## src/hdl/rcl_pkg.sv

```systemverilog
// Shared types, status codes and command/status bundles for the link cache.
package rcl_pkg;

  localparam int DEFAULT_CAPACITY = 64;

  localparam int KEY_W    = 64;
  localparam int HANDLE_W = 32;
  localparam int REFS_W   = 16;
  localparam int SLOT_W   = 6;
  localparam int STATUS_W = 3;

  // Transaction kinds
  localparam logic KIND_ACQUIRE = 1'b0;
  localparam logic KIND_RELEASE = 1'b1;

  // Result status codes
  localparam logic [STATUS_W-1:0] ST_HIT       = 3'd0;
  localparam logic [STATUS_W-1:0] ST_INSERTED  = 3'd1;
  localparam logic [STATUS_W-1:0] ST_EVICTED   = 3'd2;
  localparam logic [STATUS_W-1:0] ST_FULL      = 3'd3;
  localparam logic [STATUS_W-1:0] ST_RELEASED  = 3'd4;
  localparam logic [STATUS_W-1:0] ST_REL_ERROR = 3'd5;

  localparam logic [REFS_W-1:0] REFS_MAX = '1;

  // One table entry as held in the entry memory
  typedef struct packed {
    logic [KEY_W-1:0]    key;
    logic                proof;
    logic                identity;
    logic [HANDLE_W-1:0] handle;
    logic [REFS_W-1:0]   refs;
  } entry_t;

  // Controller -> datapath
  typedef struct packed {
    logic load;       // capture the incoming transaction, reset scan
    logic rel_read;   // read the entry named by release_slot
    logic scan;       // issue next scan read
    logic hit_done;   // finish acquire on hit
    logic miss_done;  // finish acquire on miss
    logic rel_done;   // finish release
  } dp_cmd_t;

  // Datapath -> controller
  typedef struct packed {
    logic hit;
    logic drained;
  } dp_stat_t;

endpackage

```

## src/hdl/rcl_ctrl.sv

```systemverilog
// Sequencing state machine for the link cache.
module rcl_ctrl
  import rcl_pkg::*;
(
  input  logic     clk,
  input  logic     rst_n,
  input  logic     start,
  input  logic     in_kind,
  input  dp_stat_t stat,
  output dp_cmd_t  cmd,
  output logic     busy
);

  typedef enum logic [1:0] {
    S_IDLE,
    S_SCAN,
    S_REL
  } state_t;

  state_t state_r, state_nxt;
  logic   busy_r;

  always_comb begin
    cmd       = '0;
    state_nxt = state_r;
    unique case (state_r)
      S_IDLE: begin
        if (start) begin
          cmd.load = 1'b1;
          if (in_kind == KIND_RELEASE) begin
            cmd.rel_read = 1'b1;
            state_nxt    = S_REL;
          end else begin
            state_nxt = S_SCAN;
          end
        end
      end
      S_SCAN: begin
        cmd.scan = 1'b1;
        priority if (stat.hit) begin
          cmd.hit_done = 1'b1;
          state_nxt    = S_IDLE;
        end else if (stat.drained) begin
          cmd.miss_done = 1'b1;
          state_nxt     = S_IDLE;
        end else begin
          state_nxt = S_SCAN;
        end
      end
      S_REL: begin
        cmd.rel_done = 1'b1;
        state_nxt    = S_IDLE;
      end
      default: state_nxt = S_IDLE;
    endcase
  end

  always_ff @(posedge clk) begin
    if (!rst_n) begin
      state_r <= S_IDLE;
      busy_r  <= 1'b0;
    end else begin
      state_r <= state_nxt;
      busy_r  <= (state_nxt != S_IDLE);
    end
  end

  assign busy = busy_r;

endmodule

```

## config.mk

```make
export PLATFORM = sky130hd
export DESIGN_NAME = rcl_ctrl
export DESIGN_NICKNAME = d
export VERILOG_FILES = /design/src/hdl/rcl_pkg.sv /design/src/hdl/rcl_ctrl.sv
export SDC_FILE = /design/constraint.sdc
export NUM_CORES = 1
export LEC_CHECK = 0
export BUFFER_PORTS_ARGS = -buffer_cell sky130_fd_sc_hd__buf_4
export CORE_AREA = 2 2 39 41
export CTS_CLUSTER_SIZE = 8
export DETAILED_ROUTE_END_ITERATION = 6
export DIE_AREA = 0 0 41 43
export PLACE_DENSITY_LB_ADDON = 0.3
export SLEW_MARGIN = 20
export SYNTH_ARGS = -nofsm -noshare
export SYNTH_HDL_FRONTEND = slang
export SYNTH_SLANG_ARGS = --single-unit
```

## constraint.sdc

```tcl
create_clock -name clk -period 1.32 [get_ports clk]
set_clock_uncertainty 0.05 [all_clocks]
set_input_delay 0.264 -clock clk [delete_from_list [all_inputs] [get_ports clk]]
set_output_delay 0.264 -clock clk [all_outputs]
set_load 0.01 [all_outputs]
```

## Yosys cells after proc, flatten, opt, wreduce, memory -nomap -nowiden

Index checks and enable logic that the tools add are counted.

- Register bits: 3
- Word-level logic and storage cells: 19

- Eq/ne operators: 2
- Mux-type cells: 13
- Reduce and logical (&&, ||, !) cells: 2

Operators by type and width:

| operator | count |
|---|---|
| $mux 2 | 5 |
| $mux 1 | 6 |
| $pmux 2 s2 | 1 |
| $mux 3 | 1 |
| $eq 2x1->1 const B | 1 |
| $eq 2x2->1 const B | 1 |
| $logic_not 2->1 | 1 |
| $reduce_bool 2->1 | 1 |

## Depth between registers and ports, before layout

- Depth in word-level cells: 4
- Mapped depth: 2
- Mapped depth without buffers: 2

## Least setup slack after synthesis

Ideal clock, no wire load.

- Kind: register to output
- Start point: register state_r[0]
- End point: output cmd[4] (netlist bit)
- Data arrival time: 0.848 ns
- Required time: 1.006 ns
- Path slack: 0.158 ns
- Cell stages (with the launch flop): 3
- Path buffers: 0
- Cell sequence: dfxtp_1 > nor3b_2 > and2_1

RTL lines:

| what | line | source |
|---|---|---|
| start, declared | rcl_ctrl.sv:20 | `state_t state_r, state_nxt;` |
| start signal, assigned | rcl_ctrl.sv:63 | `state_r <= state_nxt;` |
| end, declared | rcl_ctrl.sv:10 | `output dp_cmd_t cmd,` |

==> reports/qor_table.md <==
| Stage | Parameter | This run |
|---|---|---|
| worst setup path | Crit path capture type | output pin |
| timing | Total of endpoints with negative setup slack in the final report | 1 |
| synthesis | Netlist cell types | 12 |
| worst setup path | Slowest stage delay, CP | 0.33 ns |
| routing | Violation count after the first detailed-route iteration | 0 |
| clock tree | Longest Clk Path Bufs | 2 |
| global route | Largest net degree at the start of global routing | 6 |
| synthesis | Cell taking the most area after synthesis | sky130_fd_sc_hd__dfxtp_1 |
| worst setup path | Startpoint type of the worst setup path | register |
| worst setup path | Maximum fanout along the worst path | 4 |
| place | Routability cong. | 0.617 |
| routing | Mean number of vias per cell | 3.69 |
| routing | Count of vias placed by the detailed router | 188 |
| worst setup path | Worst Path Arrival | 1.02 ns |
| clock tree | Clock-pin slew of the registers on the worst-case setup and hold paths | 0.04 ns |
| routing | Average detailed-routed wire length per instance | 9.45 um |
| die | Die ar. | 1760 sq um |
| power and ir drop | IR drop worst, VDD | 0.516 mV |
| clock tree | Clock Root Buffer | sky130_fd_sc_hd__clkbuf_4 |
| finish | Share of cells above drive strength 1 | 68.6% |
| timing | Headroom to the max-slew limit | 79.4% |
| routing | Number of optimization iterations in the first detailed-route pass | 1 |
| clock tree | TritonCTS Buffers | 3 |
| place | I/O Buffers | 12 |
| die | Initial Util | 12.0% |
| finish | Most frequent cells in the layout | 14 x sky130_fd_sc_hd__buf_4, 3 x sky130_fd_sc_hd__clkbuf_4, 2 x sky130_fd_sc_hd__and2_1, 2 x sky130_fd_sc_hd__or3b_1, 2 x sky130_fd_sc_hd__dfxtp_2 |
| timing | Final setup slack of the worst path | -0.0182 ns |
| worst setup path | Critical Path, Cell by Cell | nor3b_2 -> and2_1 -> buf_4 |
| global route | GR Util All Layers | 6.12% |
| timing | Count of final max-slew check failures | 0 |
| finish | Layout filler cell count | 167 |
| clock tree | TritonCTS clock tree | built |
| synthesis | Mapped Cells | 16 |
| die | Floorplan Core Area | 1380 sq um |
| synthesis | Total number of yosys warnings | 0 |
| clock tree | Clk_lat worst skew | 0.23 ns |
| place | Worst-case setup slack after placement | 0.0963 ns |
| die | # IOs | 13 |
| finish | Area growth syn-to-layout | 99.2% |
| synthesis | Register bit count reported by yosys | 3 |
| synthesis | Avg Inst Size Synth | 10.4 sq um |
| finish | Number of diodes added for antenna fixing | 0 |
| global route | Final global-route overflow total | 0 |
| global route | Number of antenna violations at the first check in global routing | 0 |
| synthesis | Fraction of synthesized cell area taken by the top area cell type | 36.1% |
| timing | Actual slew at the worst max-slew pin | 0.305 ns |
| global route | Wire length of the first global-routing pass | 683 um |
| worst setup path | Crit path required time | 1.01 ns |
| clock tree | H-tree depth | 1 |
| synthesis | Dominant cells by area after synthesis | sky130_fd_sc_hd__dfxtp_1 36%, sky130_fd_sc_hd__or3b_1 11%, sky130_fd_sc_hd__and2_1 7.5% |
| outcome | Failing checks | setup timing |
| clock tree | Clock sinks | 3 |
| outcome | Result of the run | finished with violations |
| routing | Sum of routed wire length over all layers | 482 um |
| power and ir drop | Leakage power total | 0.163 nW |
| global route | Vias in the first global route | 168 |
| worst setup path | WS Path Type | reg2out |
| synthesis | Number of nets produced by synthesis | 22 |
| timing | Worst hold slack | 0.207 ns |
| finish | Net count, final | 42 |
| die | Floorplan die width | 41 um |
| worst hold path | Type of the tightest min-delay check | in2reg |
| finish | Most common cell after layout, fill and taps aside | sky130_fd_sc_hd__buf_4 |
| timing | Final Hold Viols | 0 |
| flow run | Number of max-capacitance violations reported | 0 |
| synthesis | Total standard cell area after synthesis | 166 sq um |
| timing | Maximum clock frequency | 747 MHz |
| timing | Final worst-path cycle share | 101% |
| timing | Setup repair after global routing missed its margin | yes |
| die | Standard-cell rows | 14 |
| worst setup path | Slowest stage cell, crit path | sky130_fd_sc_hd__dfxtp_2 |
| timing | Min Clock Period, post-route | 1.34 ns |
| routing | DRT antenna net count | 0 |
| synthesis | Proportion of synthesized chip area in sequential cells | 36.1% |
| power and ir drop | Power density cells | 988 nW/um^2 |
| routing | DR DRC count | 0 |
| die | Die Ht | 43 um |
## critical path, delay by kind of cell, from the launching register on
kind | cells | cell delay [ns]
buf+inv | 1 | 0.11
flops | 1 | 0.33
simple gates | 2 | 0.36
## path summary, 6_finish.rpt
| path | slack, ns | depth (start not counted) | from | endpoint |
|---|---|---|---|---|
| hold / removal | 0.21 | 2 | rst_n | busy |
| hold reg to reg | 0.53 | 2 | state_r[1] | state_r[0] |
| setup / recovery | -0.02 | 3 | state_r[0] | cmd[4] |
| setup reg to reg | 0.25 | 3 | state_r[0] | state_r[0] |
## flip-flops by register name, summed over array words and instances, names as in the netlist
signal	count
busy	1
state_r	2
## cells by family after synthesis
logic type / synth area share [%]
compound gates: 9.78
flops: 36.1
simple gates: 54.1
## synth_stat cells
cell and n:
sky130_fd_sc_hd__a21oi_2 1, sky130_fd_sc_hd__and2_1 2, sky130_fd_sc_hd__and2b_2 1, sky130_fd_sc_hd__and3_1 1, sky130_fd_sc_hd__and3b_1 1, sky130_fd_sc_hd__dfxtp_1 3, sky130_fd_sc_hd__nand2b_1 1, sky130_fd_sc_hd__nor2b_2 1
sky130_fd_sc_hd__nor3b_2 1, sky130_fd_sc_hd__nor4b_1 1, sky130_fd_sc_hd__o21a_1 1, sky130_fd_sc_hd__or3b_1 2
## through the flow
stage / TNS [ns] / util, % / total power (W) / cell area, sq um / cells
floorplan: 0 / - / 0.000124 / 166 / 16
global placement: 0 / 20.0 / 0.000156 / 277 / 44
detailed placement: 0 / 20.0 / 0.000157 / 277 / 44
CTS: -0.101 / 23.7 / 0.000334 / 328 / 51
global route: -0.247 / 24.0 / 0.000346 / 332 / 51
finish: -0.0182 / 24.0 / 0.000328 / 332 / 51
## report_power, final
part           leakage, nW  internal, W  switching, W  total [W]
sequential          0.0255    0.0000967    0.00000413   0.000101
combinational        0.123    0.0000424     0.0000239  0.0000663
clock               0.0150     0.000113     0.0000473   0.000161
## routing by layer
metal	GRT usage, %	wire length (um)
met5	0	0
met4	4.00	0
met3	4.71	89
met2	7.19	185
met1	7.37	207
## timing repair
item                                    in CTS  in global routing
hold buffers                                 0                  0
endpoints found under the setup margin       4                  4
resized for setup                            2                  1
pin swaps                                    2                  2
buffers inserted                             3                  0
## final cells by class
cell class | instances | area (sq um) | share of cell area [%]
tap | 16 | 20.0 | 6.04
multi-input combinational | 13 | 106 | 32.1
timing repair buffer | 15 | 116 | 35.1
clock buffer | 4 | 26.3 | 7.92
sequential | 3 | 62.6 | 18.9
(Power assumes the default switching activity.)
